### src/sv/fraction_multiply_reduce_assert.svh
// Assertion macros for the fraction multiply-reduce block.
// Depends on a clock aclk and an active-low reset aresetn in the including module.
`ifndef FRACTION_MULTIPLY_REDUCE_ASSERT_SVH
`define FRACTION_MULTIPLY_REDUCE_ASSERT_SVH

// Same-cycle implication, disabled during reset.
`define FMR_ASSERT_NOW(lbl, ante, cons) \
    lbl: assert property (@(posedge aclk) disable iff (!aresetn) (ante) |-> (cons)) \
        else $error("fraction_multiply_reduce: assertion failed");

// Next-cycle implication, disabled during reset.
`define FMR_ASSERT_NEXT(lbl, ante, cons) \
    lbl: assert property (@(posedge aclk) disable iff (!aresetn) (ante) |=> (cons)) \
        else $error("fraction_multiply_reduce: assertion failed");

`endif

### src/sv/frmr_pkg.sv
// Package for the fraction multiply-reduce block: widths, beat types,
// microcode word types and sequencer step addresses. No dependencies.
package frmr_pkg;

    localparam int OPERAND_BITS = 15;
    localparam int PROD_BITS    = 2 * OPERAND_BITS;
    localparam int K_BITS       = $clog2(PROD_BITS);
    localparam int CNT_BITS     = $clog2(PROD_BITS);
    localparam int PC_BITS      = 4;

    typedef logic [OPERAND_BITS-1:0] opnd_t;
    typedef logic [PROD_BITS-1:0]    prod_t;
    typedef logic [PC_BITS-1:0]      pc_t;

    typedef struct packed {
        opnd_t num_a;
        opnd_t den_a;
        opnd_t num_b;
        opnd_t den_b;
    } in_beat_t;

    typedef struct packed {
        prod_t prod_num;
        prod_t prod_den;
    } out_beat_t;

    typedef enum logic [3:0] {
        OP_NOP,
        OP_LOAD,
        OP_MUL,
        OP_ZCHK,
        OP_HALVE_BOTH,
        OP_HALVE_U,
        OP_HALVE_V,
        OP_SUB,
        OP_DOUBLE_G,
        OP_DIV_INIT,
        OP_DIV_STEP,
        OP_OUT
    } op_t;

    typedef enum logic [3:0] {
        C_ALWAYS,
        C_IN_VALID,
        C_PROD_ZERO,
        C_ANY_ODD,
        C_U_ODD,
        C_V_ODD,
        C_U_NE_V,
        C_K_ZERO,
        C_CNT_LAST,
        C_OUT_FREE
    } cond_t;

    typedef enum logic [1:0] {
        EX_ALWAYS,
        EX_IF_TRUE,
        EX_IF_FALSE
    } exec_t;

    typedef enum logic {
        MISS_STAY,
        MISS_NEXT
    } miss_t;

    typedef struct packed {
        op_t   op;
        cond_t cond;
        exec_t exec;
        miss_t miss;
        pc_t   target;
    } uword_t;

    typedef struct packed {
        op_t  op;
        logic en;
    } ctrl_t;

    typedef struct packed {
        logic in_valid;
        logic out_free;
        logic prod_zero;
        logic any_odd;
        logic u_odd;
        logic v_odd;
        logic u_ne_v;
        logic k_zero;
        logic cnt_last;
    } flags_t;

    localparam pc_t ST_IDLE       = 4'd0;
    localparam pc_t ST_MUL        = 4'd1;
    localparam pc_t ST_ZCHK       = 4'd2;
    localparam pc_t ST_HALVE_BOTH = 4'd3;
    localparam pc_t ST_HALVE_U    = 4'd4;
    localparam pc_t ST_HALVE_V    = 4'd5;
    localparam pc_t ST_SUB        = 4'd6;
    localparam pc_t ST_DOUBLE     = 4'd7;
    localparam pc_t ST_DIV_INIT   = 4'd8;
    localparam pc_t ST_DIV_STEP   = 4'd9;
    localparam pc_t ST_OUT        = 4'd10;

endpackage

### src/sv/frmr_seq.sv
// Microcode sequencer: control ROM, step counter and conditional jumps.
// Depends on frmr_pkg.
module frmr_seq import frmr_pkg::*; (
    input  logic   aclk,
    input  logic   aresetn,
    input  flags_t flags,
    output ctrl_t  ctrl
);

    function automatic uword_t rom(input pc_t pc);
        uword_t w;
        unique case (pc)
            ST_IDLE:       w = '{OP_LOAD,       C_IN_VALID,  EX_IF_TRUE,  MISS_STAY, ST_MUL};
            ST_MUL:        w = '{OP_MUL,        C_ALWAYS,    EX_ALWAYS,   MISS_NEXT, ST_ZCHK};
            ST_ZCHK:       w = '{OP_ZCHK,       C_PROD_ZERO, EX_ALWAYS,   MISS_NEXT, ST_DIV_INIT};
            ST_HALVE_BOTH: w = '{OP_HALVE_BOTH, C_ANY_ODD,   EX_IF_FALSE, MISS_STAY, ST_HALVE_U};
            ST_HALVE_U:    w = '{OP_HALVE_U,    C_U_ODD,     EX_IF_FALSE, MISS_STAY, ST_HALVE_V};
            ST_HALVE_V:    w = '{OP_HALVE_V,    C_V_ODD,     EX_IF_FALSE, MISS_STAY, ST_SUB};
            ST_SUB:        w = '{OP_SUB,        C_U_NE_V,    EX_ALWAYS,   MISS_NEXT, ST_HALVE_V};
            ST_DOUBLE:     w = '{OP_DOUBLE_G,   C_K_ZERO,    EX_IF_FALSE, MISS_STAY, ST_DIV_INIT};
            ST_DIV_INIT:   w = '{OP_DIV_INIT,   C_ALWAYS,    EX_ALWAYS,   MISS_NEXT, ST_DIV_STEP};
            ST_DIV_STEP:   w = '{OP_DIV_STEP,   C_CNT_LAST,  EX_ALWAYS,   MISS_STAY, ST_OUT};
            ST_OUT:        w = '{OP_OUT,        C_OUT_FREE,  EX_IF_TRUE,  MISS_STAY, ST_IDLE};
            default:       w = '{OP_NOP,        C_ALWAYS,    EX_ALWAYS,   MISS_NEXT, ST_IDLE};
        endcase
        return w;
    endfunction

    pc_t    pc_reg;
    pc_t    pc_next;
    uword_t uw;
    logic   taken;

    always_comb begin
        uw = rom(pc_reg);
        unique case (uw.cond)
            C_ALWAYS:    taken = 1'b1;
            C_IN_VALID:  taken = flags.in_valid;
            C_PROD_ZERO: taken = flags.prod_zero;
            C_ANY_ODD:   taken = flags.any_odd;
            C_U_ODD:     taken = flags.u_odd;
            C_V_ODD:     taken = flags.v_odd;
            C_U_NE_V:    taken = flags.u_ne_v;
            C_K_ZERO:    taken = flags.k_zero;
            C_CNT_LAST:  taken = flags.cnt_last;
            C_OUT_FREE:  taken = flags.out_free;
            default:     taken = 1'b1;
        endcase

        ctrl.op = uw.op;
        unique case (uw.exec)
            EX_ALWAYS:   ctrl.en = 1'b1;
            EX_IF_TRUE:  ctrl.en = taken;
            EX_IF_FALSE: ctrl.en = !taken;
            default:     ctrl.en = 1'b0;
        endcase

        if (taken) begin
            pc_next = uw.target;
        end else if (uw.miss == MISS_STAY) begin
            pc_next = pc_reg;
        end else begin
            pc_next = pc_reg + 1'b1;
        end
    end

    always_ff @(posedge aclk) begin
        if (!aresetn) begin
            pc_reg <= ST_IDLE;
        end else begin
            pc_reg <= pc_next;
        end
    end

endmodule

### src/sv/frmr_dp.sv
// Datapath: operand capture, multiply, binary GCD and two restoring dividers,
// plus the result register. Depends on frmr_pkg and the assertion macro header.
`include "fraction_multiply_reduce_assert.svh"
module frmr_dp import frmr_pkg::*; (
    input  logic      aclk,
    input  logic      aresetn,
    input  ctrl_t     ctrl,
    input  logic      s_valid,
    input  in_beat_t  s_data,
    input  logic      m_ready,
    output flags_t    flags,
    output logic      m_valid,
    output out_beat_t m_data
);

    opnd_t                 a_reg, b_reg, c_reg, d_reg;
    opnd_t                 a_next, b_next, c_next, d_next;
    prod_t                 p_reg, q_reg, u_reg, v_reg, rem_p_reg, rem_q_reg;
    prod_t                 p_next, q_next, u_next, v_next, rem_p_next, rem_q_next;
    logic [K_BITS-1:0]     k_reg, k_next;
    logic [CNT_BITS-1:0]   cnt_reg, cnt_next;
    out_beat_t             out_reg, out_next;
    logic                  out_valid_reg, out_valid_next;

    logic [PROD_BITS:0]    p_shift, q_shift, p_diff, q_diff;
    logic                  p_fits, q_fits, u_gt_v;
    prod_t                 u_minus_v, v_minus_u;

    always_comb begin
        p_shift   = {rem_p_reg, p_reg[PROD_BITS-1]};
        q_shift   = {rem_q_reg, q_reg[PROD_BITS-1]};
        p_diff    = p_shift - {1'b0, u_reg};
        q_diff    = q_shift - {1'b0, u_reg};
        p_fits    = !p_diff[PROD_BITS];
        q_fits    = !q_diff[PROD_BITS];
        u_gt_v    = u_reg > v_reg;
        u_minus_v = u_reg - v_reg;
        v_minus_u = v_reg - u_reg;

        flags.in_valid  = s_valid;
        flags.out_free  = !out_valid_reg || m_ready;
        flags.prod_zero = (p_reg == '0) || (q_reg == '0);
        flags.any_odd   = u_reg[0] || v_reg[0];
        flags.u_odd     = u_reg[0];
        flags.v_odd     = v_reg[0];
        flags.u_ne_v    = u_reg != v_reg;
        flags.k_zero    = k_reg == '0;
        flags.cnt_last  = cnt_reg == CNT_BITS'(PROD_BITS - 1);

        a_next         = a_reg;
        b_next         = b_reg;
        c_next         = c_reg;
        d_next         = d_reg;
        p_next         = p_reg;
        q_next         = q_reg;
        u_next         = u_reg;
        v_next         = v_reg;
        rem_p_next     = rem_p_reg;
        rem_q_next     = rem_q_reg;
        k_next         = k_reg;
        cnt_next       = cnt_reg;
        out_next       = out_reg;
        out_valid_next = out_valid_reg && !m_ready;

        if (ctrl.en) begin
            unique case (ctrl.op)
                OP_LOAD: begin
                    a_next = s_data.num_a;
                    b_next = s_data.den_a;
                    c_next = s_data.num_b;
                    d_next = s_data.den_b;
                end
                OP_MUL: begin
                    p_next = PROD_BITS'(a_reg) * PROD_BITS'(c_reg);
                    q_next = PROD_BITS'(b_reg) * PROD_BITS'(d_reg);
                end
                OP_ZCHK: begin
                    u_next = flags.prod_zero ? PROD_BITS'(1) : p_reg;
                    v_next = q_reg;
                    k_next = '0;
                end
                OP_HALVE_BOTH: begin
                    u_next = u_reg >> 1;
                    v_next = v_reg >> 1;
                    k_next = k_reg + 1'b1;
                end
                OP_HALVE_U: begin
                    u_next = u_reg >> 1;
                end
                OP_HALVE_V: begin
                    v_next = v_reg >> 1;
                end
                OP_SUB: begin
                    u_next = u_gt_v ? v_reg : u_reg;
                    v_next = u_gt_v ? u_minus_v : v_minus_u;
                end
                OP_DOUBLE_G: begin
                    u_next = {u_reg[PROD_BITS-2:0], 1'b0};
                    k_next = k_reg - 1'b1;
                end
                OP_DIV_INIT: begin
                    rem_p_next = '0;
                    rem_q_next = '0;
                    cnt_next   = '0;
                end
                OP_DIV_STEP: begin
                    rem_p_next = p_fits ? p_diff[PROD_BITS-1:0] : p_shift[PROD_BITS-1:0];
                    rem_q_next = q_fits ? q_diff[PROD_BITS-1:0] : q_shift[PROD_BITS-1:0];
                    p_next     = {p_reg[PROD_BITS-2:0], p_fits};
                    q_next     = {q_reg[PROD_BITS-2:0], q_fits};
                    cnt_next   = cnt_reg + 1'b1;
                end
                OP_OUT: begin
                    out_next.prod_num = p_reg;
                    out_next.prod_den = q_reg;
                    out_valid_next    = 1'b1;
                end
                default: begin
                end
            endcase
        end
    end

    always_ff @(posedge aclk) begin
        a_reg     <= a_next;
        b_reg     <= b_next;
        c_reg     <= c_next;
        d_reg     <= d_next;
        p_reg     <= p_next;
        q_reg     <= q_next;
        u_reg     <= u_next;
        v_reg     <= v_next;
        rem_p_reg <= rem_p_next;
        rem_q_reg <= rem_q_next;
        k_reg     <= k_next;
        cnt_reg   <= cnt_next;
        out_reg   <= out_next;
        if (!aresetn) begin
            out_valid_reg <= 1'b0;
        end else begin
            out_valid_reg <= out_valid_next;
        end
    end

    assign m_valid = out_valid_reg;
    assign m_data  = out_reg;

    `FMR_ASSERT_NOW(a_sub_nonzero, ctrl.en && ctrl.op == OP_SUB, u_reg != '0 && v_reg != '0)
    `FMR_ASSERT_NOW(a_div_nonzero, ctrl.en && ctrl.op == OP_DIV_STEP, u_reg != '0)
    `FMR_ASSERT_NOW(a_out_no_drop, ctrl.en && ctrl.op == OP_OUT, !out_valid_reg || m_ready)
    `FMR_ASSERT_NEXT(a_out_shows, ctrl.en && ctrl.op == OP_OUT, out_valid_reg)

endmodule

### src/sv/fraction_multiply_reduce.sv
// Fraction multiply-reduce: forms num_a*num_b and den_a*den_b and divides both
// by their GCD (by 1 when either product is zero). Depends on frmr_pkg,
// frmr_seq and frmr_dp.
//
// Usage:
//   s_valid/s_ready/s_data carry one beat of four 15-bit unsigned operands.
//   m_valid/m_ready/m_data carry one beat of the 30-bit reduced numerator and
//   denominator. Every input beat gives exactly one result beat, in order.
//   One beat is worked on at a time: s_ready is high only while the sequencer
//   sits at its idle step. An item passes through capture, multiply, zero check,
//   a binary GCD loop of halvings, subtracts and doublings (skipped when a
//   product is zero), a divider set-up step, the bit steps of the two restoring
//   dividers working side by side, and a step into the result register; only
//   the GCD loop varies in length with the operands. The next beat is taken
//   while a finished result waits.
//   If the receiver stalls, the sequencer holds at its output step once the
//   result register is full and the following result is ready.
//   Reset returns the sequencer to idle and empties the result register.
module fraction_multiply_reduce import frmr_pkg::*; (
    input  logic      aclk,
    input  logic      aresetn,
    input  logic      s_valid,
    output logic      s_ready,
    input  in_beat_t  s_data,
    output logic      m_valid,
    input  logic      m_ready,
    output out_beat_t m_data
);

    ctrl_t  ctrl;
    flags_t flags;

    frmr_seq u_seq (
        .aclk    (aclk),
        .aresetn (aresetn),
        .flags   (flags),
        .ctrl    (ctrl)
    );

    frmr_dp u_dp (
        .aclk    (aclk),
        .aresetn (aresetn),
        .ctrl    (ctrl),
        .s_valid (s_valid),
        .s_data  (s_data),
        .m_ready (m_ready),
        .flags   (flags),
        .m_valid (m_valid),
        .m_data  (m_data)
    );

    assign s_ready = ctrl.op == OP_LOAD;

endmodule

### config.mk
export PLATFORM = sky130hd
export DESIGN_NAME = fraction_multiply_reduce
export DESIGN_NICKNAME = d
export VERILOG_FILES = /design/src/sv/frmr_pkg.sv /design/src/sv/frmr_seq.sv /design/src/sv/frmr_dp.sv /design/src/sv/fraction_multiply_reduce.sv
export VERILOG_INCLUDE_DIRS = /design/src /design/src/sv
export SDC_FILE = /design/constraint.sdc
export NUM_CORES = 2
export LEC_CHECK = 0
export ABC_CLOCK_PERIOD_IN_PS = 11600
export BUFFER_PORTS_ARGS = -buffer_cell sky130_fd_sc_hd__buf_2
export CORE_MARGIN = 2
export CORE_UTILIZATION = 62
export DETAILED_ROUTE_END_ITERATION = 6
export PLACE_DENSITY = 0.8
export SYNTH_ARGS = -nofsm -noshare
export SYNTH_HDL_FRONTEND = slang
export SYNTH_SLANG_ARGS = --single-unit
### constraint.sdc
create_clock -name aclk -period 11.6 [get_ports aclk]
set_clock_uncertainty 0.05 [all_clocks]
set_input_delay 2.32 -clock aclk [delete_from_list [all_inputs] [get_ports aclk]]
set_output_delay 2.32 -clock aclk [all_outputs]
set_load 0.005 [all_outputs]
==> Word-level counts from Yosys, hierarchy flattened <==
Memories as Yosys holds them, arrays and structs flattened. A register that Yosys moved wholly into a read port is not among the register bits.
Cells that the tools add are included.
{ "classes": {"add_sub_neg": 8, "multipliers": 2, "n_lt_le_gt_ge": 1, "n_eq_ne": 25, "mux": 21, "reduce_logical": 28} }
{ "ops": {"columns": ["operator", "count"], "rows": [
  ["$pmux W30 S2", 4],
  ["$mux W30", 5],
  ["$pmux W30 S4", 1],
  ["$pmux W30 S3", 1],
  ["$sub A31 B30 Y31", 2],
  ["$logic_not A30 Y1", 2],
  ["$mul A15 B15 Y30", 2],
  ["$sub A30 B30 Y30", 2],
  ["$eq A4 B3 Y1 const B", 8],
  ["$gt A30 B30 Y1", 1],
  ["$ne A30 B30 Y1", 1],
  ["$eq A4 B4 Y1 const B", 6],
  ["$eq A4 B2 Y1 const B", 4],
  ["$mux W4", 4],
  ["$pmux W5 S3", 1],
  ["$reduce_and A2 Y1", 6],
  ["$add A5 B1 Y5 const B", 2],
  ["$pmux W5 S2", 1],
  ["$pmux W1 S9", 1],
  ["$eq A4 B1 Y1 const B", 2],
  ["$reduce_bool A2 Y1", 3],
  ["$reduce_bool A3 Y1", 2],
  ["$eq A5 B5 Y1 const B", 1],
  ["$logic_not A1 Y1", 5],
  ["other kinds (14)", 18]
]} }
{ "word_totals": {"reg_bits": 315, "mem_bits_ro": 240, "inputBits": 64, "output_inout_bits": 62, "wordCells": 102, "n_memories": 1} }
{ "memory_table": {"columns": ["name", "depth", "word_bits", "rd", "rd_ports_with_merged_regs", "write_ports", "line_no", "rtl"], "rows": [
  ["(no name shown)", 16, 15, 1, 1, 0, "frmr_seq.sv:12", "unique case (pc)"]
]} }

==> Longest topological paths before layout <==
{ "logic_depth": {"word_depth": 6, "mapped_depth": 25, "ltp_nobuf": 24} }

==> By module <==
Synthesis repeated with hierarchy kept, for this count alone.
{ "hier_totals": {"cells_unflattened": 3566, "hier_area_um2": 34411.8} }
{ "modules_own_cells": {"columns": ["module", "n_inst", "cells_per_inst", "area_each_um2", "seq_area_each_um2"], "rows": [
  ["frmr_dp", 1, 3464, 33425.8, 9328.9],
  ["frmr_seq", 1, 101, 970.9, 360.3],
  ["fraction_multiply_reduce", 1, 1, 15.0, 0.0]
]} }

==> Least setup slack after synthesis <==
No wires, ideal clock.
{ "synth_path": {"path_kind": "input to register", "start": "input m_ready", "end": "register u_dp.cnt_reg[0] (enable)", "setup_time_ps": 585, "arrival_time_ps": 8185, "t_required_ps": 10965, "slack_ps": 2779, "cell_stages": 6, "n_path_buf": 0, "cell_sequence": "nor2b_1 -> a21oi_1 -> o31ai_1 -> o211ai_2 -> mux2_2 -> a211oi_1"} }
{ "synth_between": {"elab_chain_cells": 5} }
{ "synth_lines": {"columns": ["item", "line_no", "rtl"], "rows": [
  ["start: declaration", "fraction_multiply_reduce.sv:26", "input logic m_ready,"],
  ["$logic_or A1 B1 Y1 (*)", "frmr_dp.sv:41", "flags.out_free = !out_valid_reg || m_ready;"],
  ["$pmux W1 S9 (*)", "frmr_seq.sv:36", "unique case (uw.cond)"],
  ["$logic_not A1 Y1", "frmr_seq.sv:54", "EX_IF_FALSE: ctrl.en = !taken;"],
  ["$pmux W1 S3 (*)", "frmr_seq.sv:51", "unique case (uw.exec)"],
  ["$reduce_and A2 Y1 (no line) (*)", null, null],
  ["end signal: assignment", "frmr_dp.sv:136", "cnt_reg <= cnt_next;"],
  ["end: declaration", "frmr_dp.sv:21", "logic [CNT_BITS-1:0] cnt_reg, cnt_next;"]
]} }
Every way passes the cells marked *; elsewhere a longest branch is shown, timed or not.
A chain may end at the register's enable or synchronous reset.

==> Final worst setup path <==
{ "layout_path": {"start": "register u_dp.b_reg[10]", "end": "register u_dp.q_reg[28] (data pin)"} }
{ "layout_between": {"elab_chain_cells": 2} }
{ "layout_lines": {"columns": ["item", "line_no", "rtl"], "rows": [
  ["start: declaration", "frmr_dp.sv:16", "opnd_t a_reg, b_reg, c_reg, d_reg;"],
  ["start signal: assignment", "frmr_dp.sv:126", "b_reg <= b_next;"],
  ["$mul A15 B15 Y30", "frmr_dp.sv:75", "q_next = PROD_BITS'(b_reg) * PROD_BITS'(d_reg);"],
  ["$pmux W30 S2", "frmr_dp.sv:66", "unique case (ctrl.op)"],
  ["end signal: assignment", "frmr_dp.sv:130", "q_reg <= q_next;"],
  ["end: declaration", "frmr_dp.sv:18", "prod_t p_reg, q_reg, u_reg, v_reg, rem_p_reg, rem_q_reg;"]
]} }
Every way passes these cells.

==> metrics <==
outcome finished, final reports clean; IO Port Bufs 125; drt pass-1 iters 7; Tcrit/Tclk final 60.1%; R2R Path Start u_dp.b_reg[10]; Synth Instances 3541; Initial Util 62.6%; Routed WL per cell 19.5 um; RSZ-0062 raised after global routing false; setup violators final 0; Max FO, Critical Path 15; Vias 25800; most frequent cells in the layout inv_1, nand2_1, fa_1; top cells by area, synth edfxtp_1, fa_1, ha_1; Clock Sinks 329; mean area per synthesized cell 9.72 um^2; Main synth FF type edfxtp_1; Post-synth EDFFs 310; CTS tree yes; Final Max Slew Viols 0; pin count of the biggest net entering global routing 68; final hold vios 0; clock latency on the worst-skew pair 0.59 ns; RePlAce Congestion 0.971; CP required 11.94 ns; Largest register FFs 60; max_cap viols 0; Yosys Warn Count 0; first-pass GRT wire length 137000 um; DR DRC count 0; hold path depth 2; worst slew pin tran 1.29 ns; Setup Fix Bufs, Post-CTS 0; Max Clock Freq 0.143 GHz; cts repair resizes 0; drt via density 5.92; Post-DRT Antenna Nets 0; Yosys top cell area share 27.0%; critical path type register to register; final WL 85200 um; post-synth cell types 89; commonest non-fill, non-tap cell in the layout inv_1; fill count 4313; Yosys top cell by area edfxtp_1; # rows 86; antenna violations before repair 0; vias in the first global route 25700; asr flop ratio synth 0%; GRT Overall Usage 30.3%; Hold Path Class register to register; initial detailed-routing violation count 2749; Cell Area, Synth 0.0344 mm^2; PnR worst setup slack 4.63 ns; synth-to-layout area growth 7.12%; endpoint class of the critical path register; # hold bufs at CTS 0; Syn Nets 4263; final setup TNS 0 ns; design area 0.0369 mm^2; CTS H-Tree Depth 2; final core area utilization 67.1%; Reg area 0.00969 mm^2; dpl ws 4.66 ns; share of cells above drive strength 1 6.98%; Hold Crit Start u_seq.uw[0]; io pins 126; #FFs+latches synth 329; grt total ovfl 0; Die X 240 um; number of buffers created by CTS 39; die area 0.0574 mm^2; # diodes 0; clock slew at reported path FFs 0.07 ns; Reg2Reg Depth 24; Arr. time, crit path 7.32 ns; CTS Root Cell clkbuf_16; HPWL after DPL 65200 um; area of the multi-input gates 0.0223 mm^2; placed cell area 0.0356 mm^2; Rel. slew slack 13.9%; Core Area 0.0550 mm^2; sequential area share after synthesis 28.1%; die height 240 um; CTS Buffer Depth 3; Worst setup SP type register; Setup crit start u_dp.b_reg[10]; fin crit period 6.97 ns; nets 4304
-- critical path: stages, from the launching register on --
cell and delay [ns]:
edfxtp_1 0.58, and2_1 0.25, fa_1 0.54, inv_1 0.06, fa_1 0.54, inv_1 0.06, fa_1 0.50, inv_1 0.06
fa_1 0.53, inv_1 0.05, fa_1 0.48, inv_1 0.05, fa_1 0.47, inv_1 0.04, ha_1 0.33, and2_1 0.17
and3_1 0.19, a32oi_1 0.20, nand3_1 0.11, a21oi_1 0.26, o21ai_0 0.19, a31oi_1 0.31, o21ai_0 0.23, o21a_1 0.22
o311ai_0 0.30
-- worst paths after layout --
| kind | endpoint | slack (ns) |
|---|---|---|
| worst max-delay path | u_dp.q_reg[28] | 4.63 |
| worst min-delay path | u_seq.pc_reg[0] | 0.46 |
| worst max register to register | u_dp.q_reg[28] | 4.63 |
| worst min register to register | u_seq.pc_reg[0] | 0.46 |
-- synth_stat cells (7+ instances only) --
master / n
o21bai_1: 15
a21o_1: 77
or3_1: 15
and2_1: 273
xor2_1: 53
fa_1: 339
xnor2_1: 78
nor2_1: 177
ha_1: 319
o211ai_1: 7
mux2i_1: 64
a21oi_1: 193
nand3_1: 29
a31oi_1: 15
o21ai_1: 19
a22oi_1: 30
nor2b_1: 34
mux2_2: 11
o22ai_1: 7
o21a_1: 19
nor3_1: 25
buf_6: 10
clkbuf_1: 112
a211o_1: 9
nor4_1: 21
a211oi_1: 18
nand4_1: 23
nand2_1: 368
edfxtp_1: 310
inv_1: 504
o31ai_1: 8
and3_1: 17
nand2b_1: 27
buf_2: 16
o21ai_0: 139
a222oi_1: 30
dfxtp_1: 19
-- cell families after synthesis --
| kind of cell | share of synthesized area, % |
|---|---|
| mux | 2.22 |
| xor+xnor | 3.41 |
| simple gates | 15.0 |
| flops | 28.1 |
| compound gates | 12.5 |
| buf+inv | 7.40 |
| fa+ha+maj | 31.3 |
-- per-layer routing --
| layer | vias up | track usage, % | share of wire (%) |
|---|---|---|---|
| met5 | - | 0 | 0 |
| met4 | 0 | 11.0 | 3.8 |
| met3 | 191 | 5.12 | 7.5 |
| met2 | 1013 | 48.7 | 46 |
| met1 | 12600 | 41.6 | 42 |
| li1 | 12000 | - | - |
-- per-stage QoR --
| stage | hold WS (ns) | cells |
|---|---|---|
| 2_1_floorplan | 0.417 | 3541 |
| 3_3_place_gp | 0.445 | 4289 |
| 3_5_place_dp | 0.445 | 4289 |
| 4_1_cts | 0.464 | 4360 |
| 5_1_grt | 0.487 | 4360 |
| 6_report | 0.465 | 4360 |
-- cell type report --
class	count	area share [%]
clock buffers	45	2.71
clock inverters	26	0.899
inverters	505	5.14
multi-input cells	2564	60.4
flip-flops and latches	329	26.3
well taps	748	2.54
repair buffers	143	2.06
Power is left out: the tool's default activity adds up to more than one toggle a clock period on the data nets, which glitch-free logic cannot reach.
